File: src/hdl/sqlss_pkg.sv
package sqlss_pkg;

    localparam int POS_WIDTH = 24;
    localparam int OUT_POS_W = 24;
    localparam int FIFO_DEPTH = 4;
    localparam int PTR_W = $clog2(FIFO_DEPTH);
    localparam int CNT_W = $clog2(FIFO_DEPTH + 1);
    localparam int MAX_RES = 3;
    localparam int RES_IDX_W = $clog2(MAX_RES + 1);

    localparam logic [POS_WIDTH-1:0] POS_MAX = {POS_WIDTH{1'b1}};
    localparam logic [POS_WIDTH-1:0] POS_ONE = POS_WIDTH'(1);

    localparam logic REQ_BYTE = 1'b0;
    localparam logic REQ_END  = 1'b1;

    localparam logic [1:0] KIND_BYTE = 2'd0;
    localparam logic [1:0] KIND_END  = 2'd1;
    localparam logic [1:0] KIND_DONE = 2'd2;

    localparam logic [1:0] ST_OK        = 2'd0;
    localparam logic [1:0] ST_OPEN_STR  = 2'd1;
    localparam logic [1:0] ST_OPEN_CMT  = 2'd2;
    localparam logic [1:0] ST_NO_STMT   = 2'd3;

    localparam logic [7:0] CH_QUOTE = 8'h27;
    localparam logic [7:0] CH_DASH  = 8'h2d;
    localparam logic [7:0] CH_SLASH = 8'h2f;
    localparam logic [7:0] CH_STAR  = 8'h2a;
    localparam logic [7:0] CH_SEMI  = 8'h3b;
    localparam logic [7:0] CH_LF    = 8'h0a;

    typedef struct packed {
        logic [1:0]           kind;
        logic [7:0]           out_byte;
        logic                 is_space;
        logic [OUT_POS_W-1:0] start_line;
        logic [OUT_POS_W-1:0] start_column;
        logic [1:0]           status;
        logic                 last;
    } res_t;

    function automatic logic is_ws(input logic [7:0] c);
        return (c == 8'd32) || (c == 8'd9) || (c == 8'd10) || (c == 8'd11) ||
               (c == 8'd12) || (c == 8'd13);
    endfunction

    function automatic res_t mk_byte(input logic [7:0] c);
        res_t r;
        r = '0;
        r.kind = KIND_BYTE;
        r.out_byte = c;
        r.is_space = is_ws(c);
        return r;
    endfunction

    function automatic res_t mk_end(input logic [POS_WIDTH-1:0] ln,
                                    input logic [POS_WIDTH-1:0] col);
        res_t r;
        r = '0;
        r.kind = KIND_END;
        r.start_line = OUT_POS_W'(ln);
        r.start_column = OUT_POS_W'(col);
        return r;
    endfunction

    function automatic res_t mk_done(input logic [1:0] st);
        res_t r;
        r = '0;
        r.kind = KIND_DONE;
        r.status = st;
        return r;
    endfunction

endpackage

File: src/hdl/sql_statement_splitter_core.sv
// SQL script statement splitter.
// Input stream (s_): one request per script byte (s_tuser = 0, byte in
// s_tdata[7:0]), then one end request (s_tuser = 1) that closes the script.
// Output stream (m_): statement bytes (m_tuser = 0) with a whitespace flag,
// statement ends (m_tuser = 1) carrying the start line and column, and one
// done result (m_tuser = 2) with the status per script. m_tlast marks the last
// result caused by one input request; a request may cause none.
// Path: a request accepted into the input stage is decoded from there into
// the result queue, and its results are read from the head of that queue.
// Throughput: one request per cycle while each request yields at most one
// result; the output side drains one result per cycle while m_tready is high, so
// requests that yield two or three results (a pending '-' or '/' flushed, or the end request)
// hold the input while the queue drains. The limit is the 4-entry result queue,
// which must have room for three results before a request is decoded.
// Reset clears the parse state, the queue and the input stage.
// When the receiver stalls the queue fills and s_tready drops; no result is
// lost or reordered.
module sql_statement_splitter_core
    import sqlss_pkg::*;
(
    input  logic        aclk,
    input  logic        aresetn,
    input  logic        s_tvalid,
    output logic        s_tready,
    input  logic [7:0]  s_tdata,    // [7:0] data_byte
    input  logic        s_tuser,    // [0] req_type
    output logic        m_tvalid,
    input  logic        m_tready,
    output logic [63:0] m_tdata,    // [7:0] out_byte, [8] is_space, [32:9] start_line,
                                    // [56:33] start_column, [58:57] status, [63:59] zero
    output logic [1:0]  m_tuser,    // [1:0] kind
    output logic        m_tlast
);

    typedef enum logic [2:0] {
        M_NORMAL, M_PDASH, M_PSLASH, M_LINE, M_BLOCK, M_BSTAR, M_STRING, M_SQUOTE
    } mode_t;

    mode_t                mode_reg, mode_next;
    logic [POS_WIDTH-1:0] line_reg, line_next;
    logic [POS_WIDTH-1:0] col_reg, col_next;
    logic                 begun_reg, begun_next;
    logic [POS_WIDTH-1:0] bline_reg, bline_next;
    logic [POS_WIDTH-1:0] bcol_reg, bcol_next;
    logic                 any_reg, any_next;

    logic                 in_vld_reg;
    logic                 in_type_reg;
    logic [7:0]           in_byte_reg;

    res_t                 fifo_reg [FIFO_DEPTH];
    logic [PTR_W-1:0]     wr_ptr_reg, rd_ptr_reg;
    logic [CNT_W-1:0]     cnt_reg;

    res_t                 res_v [MAX_RES];
    logic [RES_IDX_W-1:0] n_res;

    logic can_push, proc, take, pop;

    assign can_push = cnt_reg <= CNT_W'(FIFO_DEPTH - MAX_RES);
    assign proc     = in_vld_reg && can_push;
    assign s_tready = !in_vld_reg || can_push;
    assign take     = s_tvalid && s_tready;
    assign m_tvalid = cnt_reg != '0;
    assign pop      = m_tvalid && m_tready;

    always_comb begin
        logic [7:0]           c;
        logic                 do_norm;
        logic [RES_IDX_W-1:0] n;
        c = in_byte_reg;
        do_norm = 1'b0;
        n = '0;
        mode_next = mode_reg;
        line_next = line_reg;
        col_next = col_reg;
        begun_next = begun_reg;
        bline_next = bline_reg;
        bcol_next = bcol_reg;
        any_next = any_reg;
        for (int k = 0; k < MAX_RES; k++) begin
            res_v[k] = '0;
        end

        if (in_type_reg == REQ_END) begin
            if (mode_reg == M_STRING) begin
                res_v[n] = mk_done(ST_OPEN_STR);
                n = n + 1'b1;
            end else if (mode_reg == M_BLOCK || mode_reg == M_BSTAR) begin
                res_v[n] = mk_done(ST_OPEN_CMT);
                n = n + 1'b1;
            end else begin
                if (mode_reg == M_PDASH || mode_reg == M_PSLASH) begin
                    res_v[n] = mk_byte((mode_reg == M_PDASH) ? CH_DASH : CH_SLASH);
                    n = n + 1'b1;
                    begun_next = 1'b1;
                end
                if (begun_next) begin
                    res_v[n] = mk_end(bline_next, bcol_next);
                    n = n + 1'b1;
                    any_next = 1'b1;
                end
                res_v[n] = mk_done(any_next ? ST_OK : ST_NO_STMT);
                n = n + 1'b1;
            end
            mode_next = M_NORMAL;
            line_next = POS_ONE;
            col_next = POS_ONE;
            begun_next = 1'b0;
            bline_next = POS_ONE;
            bcol_next = POS_ONE;
            any_next = 1'b0;
        end else begin
            case (mode_reg)
                M_NORMAL: begin
                    do_norm = 1'b1;
                end
                M_PDASH, M_PSLASH: begin
                    if ((mode_reg == M_PDASH && c == CH_DASH) ||
                        (mode_reg == M_PSLASH && c == CH_STAR)) begin
                        mode_next = (mode_reg == M_PDASH) ? M_LINE : M_BLOCK;
                    end else begin
                        mode_next = M_NORMAL;
                        res_v[n] = mk_byte((mode_reg == M_PDASH) ? CH_DASH : CH_SLASH);
                        n = n + 1'b1;
                        begun_next = 1'b1;
                        do_norm = 1'b1;
                    end
                end
                M_LINE: begin
                    if (c == CH_LF) begin
                        mode_next = M_NORMAL;
                        if (begun_reg) begin
                            res_v[n] = mk_byte(c);
                            n = n + 1'b1;
                        end
                    end
                end
                M_BLOCK: begin
                    if (c == CH_STAR) begin
                        mode_next = M_BSTAR;
                    end else if (c == CH_LF && begun_reg) begin
                        res_v[n] = mk_byte(c);
                        n = n + 1'b1;
                    end
                end
                M_BSTAR: begin
                    if (c == CH_SLASH) begin
                        mode_next = M_NORMAL;
                    end else if (c != CH_STAR) begin
                        mode_next = M_BLOCK;
                        if (c == CH_LF && begun_reg) begin
                            res_v[n] = mk_byte(c);
                            n = n + 1'b1;
                        end
                    end
                end
                M_STRING: begin
                    res_v[n] = mk_byte(c);
                    n = n + 1'b1;
                    if (c == CH_QUOTE) begin
                        mode_next = M_SQUOTE;
                    end
                end
                default: begin
                    if (c == CH_QUOTE) begin
                        res_v[n] = mk_byte(c);
                        n = n + 1'b1;
                        mode_next = M_STRING;
                    end else begin
                        mode_next = M_NORMAL;
                        do_norm = 1'b1;
                    end
                end
            endcase

            if (do_norm) begin
                if (c == CH_QUOTE) begin
                    if (!begun_next) begin
                        bline_next = line_reg;
                        bcol_next = col_reg;
                        begun_next = 1'b1;
                    end
                    res_v[n] = mk_byte(c);
                    n = n + 1'b1;
                    mode_next = M_STRING;
                end else if (c == CH_DASH || c == CH_SLASH) begin
                    if (!begun_next) begin
                        bline_next = line_reg;
                        bcol_next = col_reg;
                    end
                    mode_next = (c == CH_DASH) ? M_PDASH : M_PSLASH;
                end else if (c == CH_SEMI) begin
                    if (begun_next) begin
                        res_v[n] = mk_end(bline_next, bcol_next);
                        n = n + 1'b1;
                        any_next = 1'b1;
                        begun_next = 1'b0;
                    end
                end else begin
                    if (!begun_next && !is_ws(c)) begin
                        bline_next = line_reg;
                        bcol_next = col_reg;
                        begun_next = 1'b1;
                    end
                    if (begun_next) begin
                        res_v[n] = mk_byte(c);
                        n = n + 1'b1;
                    end
                end
            end

            if (c == CH_LF) begin
                if (line_reg != POS_MAX) begin
                    line_next = line_reg + POS_ONE;
                end
                col_next = POS_ONE;
            end else if (col_reg != POS_MAX) begin
                col_next = col_reg + POS_ONE;
            end
        end

        for (int k = 0; k < MAX_RES; k++) begin
            if (RES_IDX_W'(k + 1) == n) begin
                res_v[k].last = 1'b1;
            end
        end
        n_res = n;
    end

    always_ff @(posedge aclk) begin
        if (!aresetn) begin
            in_vld_reg <= 1'b0;
            mode_reg   <= M_NORMAL;
            line_reg   <= POS_ONE;
            col_reg    <= POS_ONE;
            begun_reg  <= 1'b0;
            bline_reg  <= POS_ONE;
            bcol_reg   <= POS_ONE;
            any_reg    <= 1'b0;
            wr_ptr_reg <= '0;
            rd_ptr_reg <= '0;
            cnt_reg    <= '0;
        end else begin
            if (take) begin
                in_vld_reg <= 1'b1;
            end else if (proc) begin
                in_vld_reg <= 1'b0;
            end
            if (proc) begin
                mode_reg   <= mode_next;
                line_reg   <= line_next;
                col_reg    <= col_next;
                begun_reg  <= begun_next;
                bline_reg  <= bline_next;
                bcol_reg   <= bcol_next;
                any_reg    <= any_next;
                wr_ptr_reg <= wr_ptr_reg + PTR_W'(n_res);
            end
            if (pop) begin
                rd_ptr_reg <= rd_ptr_reg + 1'b1;
            end
            cnt_reg <= cnt_reg + (proc ? CNT_W'(n_res) : '0) - (pop ? CNT_W'(1) : '0);
        end
    end

    always_ff @(posedge aclk) begin
        if (take) begin
            in_type_reg <= s_tuser;
            in_byte_reg <= s_tdata;
        end
        if (proc) begin
            for (int k = 0; k < MAX_RES; k++) begin
                if (RES_IDX_W'(k) < n_res) begin
                    fifo_reg[wr_ptr_reg + PTR_W'(k)] <= res_v[k];
                end
            end
        end
    end

    res_t head;
    assign head    = fifo_reg[rd_ptr_reg];
    assign m_tuser = head.kind;
    assign m_tlast = head.last;
    assign m_tdata = 64'({head.status, head.start_column, head.start_line,
                          head.is_space, head.out_byte});

    a_cnt_bound: assert property (@(posedge aclk) disable iff (!aresetn)
        cnt_reg <= CNT_W'(FIFO_DEPTH))
        else $error("result queue overflow");

    a_end_has_done: assert property (@(posedge aclk) disable iff (!aresetn)
        (in_vld_reg && in_type_reg == REQ_END) |-> (n_res != '0))
        else $error("end request produced no result");

    a_end_resets: assert property (@(posedge aclk) disable iff (!aresetn)
        (proc && in_type_reg == REQ_END) |=> (mode_reg == M_NORMAL && !begun_reg && !any_reg))
        else $error("parse state not cleared after end request");

    a_space_only_bytes: assert property (@(posedge aclk) disable iff (!aresetn)
        (m_tvalid && m_tuser != KIND_BYTE) |-> (m_tdata[8] == 1'b0 && m_tdata[7:0] == 8'd0))
        else $error("byte fields set on a non-byte result");

endmodule
File: config.mk
export PLATFORM = sky130hd
export DESIGN_NAME = sql_statement_splitter_core
export DESIGN_NICKNAME = d
export VERILOG_FILES = /design/src/hdl/sqlss_pkg.sv /design/src/hdl/sql_statement_splitter_core.sv
export SDC_FILE = /design/constraint.sdc
export NUM_CORES = 1
export LEC_CHECK = 0
export ABC_CLOCK_PERIOD_IN_PS = 18800
export BUFFER_PORTS_ARGS = -buffer_cell sky130_fd_sc_hd__buf_4
export CAP_MARGIN = 30
export CORE_MARGIN = 8
export CORE_UTILIZATION = 50
export CTS_CLUSTER_DIAMETER = 40
export DETAILED_ROUTE_END_ITERATION = 16
export PLACE_DENSITY = 0.67
export SLEW_MARGIN = 0
export SYNTH_ARGS = -nofsm -noshare
export SYNTH_HDL_FRONTEND = slang
export SYNTH_SLANG_ARGS = --single-unit
File: constraint.sdc
create_clock -name aclk -period 18.8 [get_ports aclk]
set_clock_uncertainty 0.2 [all_clocks]
set_input_delay 0.94 -clock aclk [delete_from_list [all_inputs] [get_ports aclk]]
set_output_delay 0.94 -clock aclk [all_outputs]
set_load 0.05 [all_outputs]
# Word-level counts from Yosys, hierarchy flattened
# Memory sizes are Yosys's and may differ from the RTL's. A register that Yosys moved wholly into a read port is not among the register bits.
# Index checks and enable logic that the tools add are counted.
classes:
  n_bitwise: 3
  add_sub_neg: 11
  n_reduce_logical: 44
  n_eq_ne: 32
  order_cmp: 10
  muxes: 152
ops:
  columns: ["cell", "n"]
  rows:
  - ["two-way mux 186 bit", 11]
  - ["bitwise mux 186 bit", 4]
  - ["two-way mux 62 bit", 9]
  - ["two-way mux 24 bit", 20]
  - ["two-way mux 60 bit", 7]
  - ["demux 62 bit (select 2 bit)", 3]
  - ["case mux 60 bit (6 select lines)", 1]
  - ["two-way mux 124 bit", 2]
  - ["two-way mux 58 bit", 2]
  - ["two-way mux 1 bit", 55]
  - ["adder 24 x 1 -> 24 bit, second input constant", 2]
  - ["== test 8 x 6 -> 1 bit, second input constant", 6]
  - ["inequality test 24 bit, second input constant", 2]
  - ["two-way mux 2 bit", 23]
  - ["== test 8 x 4 -> 1 bit, second input constant", 5]
  - ["two-way mux 3 bit", 12]
  - ["== test 6 x 4 -> 1 bit, second input constant", 5]
  - ["case mux 3 bit (6 select lines)", 1]
  - ["logical OR 1 bit", 15]
  - ["nonzero test 2 bit", 6]
  - ["adder 2 x 1 -> 2 bit, second input constant", 5]
  - ["logical AND 1 bit", 10]
  - ["== test 3 bit, second input constant", 3]
  - ["greater-or-equal comparator 3 bit, second input constant", 3]
  - ["29 further kinds", 40]
totals:
  n_memories: 1
  ramBits: 248
  input_bits: 13
  register_bits: 118
  elab_cells: 266
  output_inout_bits: 69
memory_table:
  columns: ["memory", "words", "word_bits", "rd", "rd_clocked_by_memory_dff", "write_ports", "line", "text"]
  rows:
  - ["fifo_reg", 4, 62, 1, 1, 3, "sql_statement_splitter_core.sv:51", "res_t fifo_reg [FIFO_DEPTH];"]

# Longest topological paths before layout
logic_depth:
  ltp_word: 24
  depth_mapped: 21
  mapped_depth_nobuf: 17

# Worst setup path before layout
# Ideal clock, no wire load.
synth_path:
  kind: "register to register"
  startpoint: "register in_byte_reg[5]"
  endpoint: "memory fifo_reg[0][0] (netlist bit) (enable)"
  required_time_ns: 18.025
  stages_incl_launch_ff: 14
  arrival_time_ns: 7.583
  setup_ns: 0.575
  path_slack_ns: 10.442
  cell_sequence: "edfxtp_1 and3_1 clkbuf_1 a311o_1 a21oi_2 or2_1 buf_2 ha_1 nand3_1 a31oi_1 clkbuf_1 and3b_4 o21ai_0 a211oi_1"
synth_rtl:
  columns: ["item", "line", "text"]
  rows:
  - ["from (decl)", "sql_statement_splitter_core.sv:49", "logic [7:0] in_byte_reg;"]
  - ["from (signal assigned)", "sql_statement_splitter_core.sv:270", "in_byte_reg <= s_tdata;"]
  - ["to (decl)", "sql_statement_splitter_core.sv:51", null]

==> flow_summary.yaml <==
worst_setup_path:
  rr_worst_depth: 12
  timing.critical_path.depth: 12
  max_stage_delay_ns: 0.79
  startpoint_type: "flip-flop"
  setup.worst_path.end_class: "flip-flop"
  reg2reg_setup_slack_ns: 13.38
  worst-endpoint-arrival_ns: 5.49
  crit_buf_inv: 2
  path_common_cell: "buf_4"
  critical_path.cell_chain: "and4bb_2, o2111ai_1, a21oi_2, or2_1, ha_1, nand3_1, a31oi_1, buf_4, nand3_2, nor2_4, buf_4, nor3b_1"
  critical_path_peak_fanout: 41
  crit_end: "fifo_reg[2][28]"
  r2r_end: "fifo_reg[2][28]"
  critical_path_required_ns: 18.87
  timing.rr.start: "in_byte_reg[1]"
  crit_path_top_delay_cell: "edfxtp_1"
  startpoint_of_the_worst_setup_timing_path: "in_byte_reg[1]"
  timing.setup.critical_path_class: "reg -> reg"
  crit_family: "simple AND/OR/NAND/NOR gates"
grt:
  first_global_vias: 12200
  grt.overflow.total: 0
  number_of_antenna_violations_at_the_first_check_in_global_routing: 0
  track_usage_pct: 21.4
  grt_max_degree: 70
  grt_first_pass_wirelength_um: 70700
sta:
  worst_slew_margin_relative_to_its_limit_pct: 31.0
  worst_hold_slack_ns: 0.288
  setup_viol: 0
  final_max_slew_viol_count: 0
  post-route-period-util_pct: 28.8
  fmaxAchievable_ghz: 0.185
  finalHoldViolations: 0
  final_critical_path_setup_slack_ns: 13.38
  sum_of_negative_setup_slack_ns: 0
  final_period_minus_worst_setup_slack_ns: 5.42
  worst_pin_slew_ns: 1.03
  unrepaired_setup_endpoints_after_global_routing: "no"
place:
  globalplace.congestion: 0.890
  count_of_port_buffers_added_during_placement: 76
  detailedPlace.worstSlack_ns: 13.43
  dpl_cell_area_sq_um: 18800
  dp.final_hpwl_um: 26800
routing:
  routedWlPerCell_um: 22.3
  routed-via-count: 12100
  met2_length_um: 21100
  drt_iter0_markers: 1121
  routed-wl-met3_um: 3010
  drc: 0
  wirelength_met1_um: 19500
  drt_wl_total_um: 44600
  antenna_violating_nets_post_route: 0
  route.detailed.vias_per_inst: 6.05
  dr.max_layer_used: "met4"
  first_pass_iters: 5
yosys:
  synth-seq-area-share_pct: 55.1
  synth_seq_cells: 368
  combined_area_of_all_synthesized_cells_sq_um: 18000
  syn-mean-instance-area_sq_um: 12.2
  yosysWarningCount: 0
  synth-edff-count: 257
  synth_top_cells_by_area: "edfxtp_1, dfxtp_1, mux4_2, nor3b_2, nor3b_1"
  synth_top_cell_by_area: "edfxtp_1"
  yosys.cell_types.count: 83
  ys_dominant_reg_cell: "edfxtp_1"
  syn-instance-count: 1479
  yosys.area.top_type_share_pct: 42.8
  asyncSetResetFlopFracSynth_pct: 0
clock_network:
  htree_levels: 2
  max-clock-path-buffers: 3
  clkLatencyLatePin_ns: 0.57
  root_buffer: "clkbuf_16"
  cts.reportedPaths.clkPinSlew_ns: 0.06
  tritoncts: "yes"
  cts.hold.buffers_added: 0
  clock_sinks: 368
  post_cts_resize_count: 0
  post-cts-setup-buffers: 0
  cts_buffers: 49
final_layout:
  largest_reg_flops: 248
  area_growth_syn_to_layout_pct: 14.4
  drive_gt1_share_pct: 24.1
  nets: 1526
  num_antenna_cells: 0
  regArea_sq_um: 9940
  final_design_area_no_fill_sq_um: 20600
  multiInputGateArea_sq_um: 7480
  layout.filler_cells: 2862
floorplan:
  core-area_sq_um: 35600
  chipHeight_um: 206
  die_area_sq_um: 42400
  rows: 69
  io-pin-count: 82
  die_width_um: 206
  initial_core_util_pct: 50.7
pwr:
  power.density_nw_per_um2: 128
  vdd_drop_max_v: 0.000113
  power.leakage_nw: 6.35
outcome:
  status: "complete, no violations"
min_path:
  min_path_type: "reg -> reg"
flow_run:
  maxCapViolations: 0
logic make-up after synthesis:
| group | after synthesis | share of synthesized area (%) |
|---|---|---|
| and+or+nand+nor | 635 | 22.4 |
| DFF | 368 | 55.1 |
| AOI/OAI and AO/OA | 199 | 7.12 |
| buffers and inverters | 150 | 4.18 |
| muxes | 67 | 8.03 |
| xor gates and xnor gates | 48 | 2.33 |
| adders and majority gates | 11 | 0.791 |
| other | 1 | 0.0208 |
cells in the final DEF, fill, tap and decap left out, types with 8 or more instances in the layout:
cell type / Yosys / routed
edfxtp_1: 257 / 257
mux4_2: 62 / 62
nor3_1: 18 / 16
xor2_1: 16 / 16
ha_1: 9 / 9
and2_1: 16 / 15
nor3b_1: 126 / 126
clkbuf_1: 72 / 9
nand2_1: 164 / 163
inv_1: 19 / 19
a31oi_1: 10 / 10
nand4_1: 17 / 17
nor3b_2: 80 / 80
and3_1: 10 / 10
o21ai_0: 30 / 30
dfxtp_1: 111 / 109
nor2_1: 91 / 91
a211oi_1: 17 / 15
a21oi_1: 82 / 81
a21boi_0: 8 / 8
clkbuf_16: 0 / 56
xnor2_1: 32 / 32
nand3_1: 49 / 49
buf_4: 5 / 94
synthesized netlist by cell type (all sizes together), types with 5 or more instances:
| master | instances |
|---|---|
| a211oi | 17 |
| a21boi | 8 |
| a21o | 5 |
| a21oi | 84 |
| a31oi | 10 |
| and2 | 16 |
| and3 | 16 |
| and4 | 5 |
| buf | 58 |
| clkbuf | 73 |
| dfxtp | 111 |
| edfxtp | 257 |
| ha | 9 |
| inv | 19 |
| mux4 | 62 |
| nand2 | 164 |
| nand2b | 5 |
| nand3 | 53 |
| nand4 | 17 |
| nor2 | 95 |
| nor3 | 20 |
| nor3b | 206 |
| nor4 | 7 |
| o21ai | 32 |
| o31ai | 6 |
| or3 | 5 |
| xnor2 | 32 |
| xor2 | 16 |
power by group:
| group | switching (mW) | leakage, nW | internal (mW) | total, mW |
|---|---|---|---|---|
| combinational | 0.474 | 2.18 | 0.233 | 0.707 |
| sequential | 0.0390 | 3.32 | 0.940 | 0.979 |
| clock | 0.352 | 0.844 | 0.599 | 0.951 |
stage by stage:
stage / instances / utilization, % / power (mW)
final: 2004 / 58.0 / 2.64
after global routing: 2004 / 58.0 / 2.73
after CTS: 2000 / 57.8 / 2.66
after detailed placement: 1909 / 52.9 / 1.70
after global placement: 1906 / 52.8 / 1.69
after floorplan: 1483 / - / 1.50
metal layers:
| layer | GRT usage [%] | vias to the layer above |
|---|---|---|
| li1 | - | 5556 |
| met1 | 29.0 | 6085 |
| met2 | 34.3 | 415 |
| met3 | 3.97 | 70 |
| met4 | 7.15 | 0 |
| met5 | 0 | - |
cell type report:
cell class | count | area share, %
clock buffer | 69 | 7.22
multi-input combinational | 965 | 36.3
clock inverter | 22 | 1.10
sequential | 368 | 48.2
inverter | 19 | 0.346
timing repair buffer | 100 | 4.10
tap | 461 | 2.79
tightest hold or removal path, stage by stage (launching register included):
cell and delay, ns:
dfxtp_1 0.33, nand2_1 0.06, a21oi_1 0.05
worst min-delay path by stage:
stage                 start             to  depth (start not counted)
3_5_place_dp   line_reg[10]  bline_reg[10]                          2
2_1_floorplan    col_reg[9]    bcol_reg[9]                          2
5_1_grt         col_reg[18]   bcol_reg[18]                          2
6_report       bcol_reg[13]   bcol_reg[13]                          2
4_1_cts        bcol_reg[15]   bcol_reg[15]                          2
3_3_place_gp    col_reg[20]   bcol_reg[20]                          2
Power figures use the tool's default switching activity.
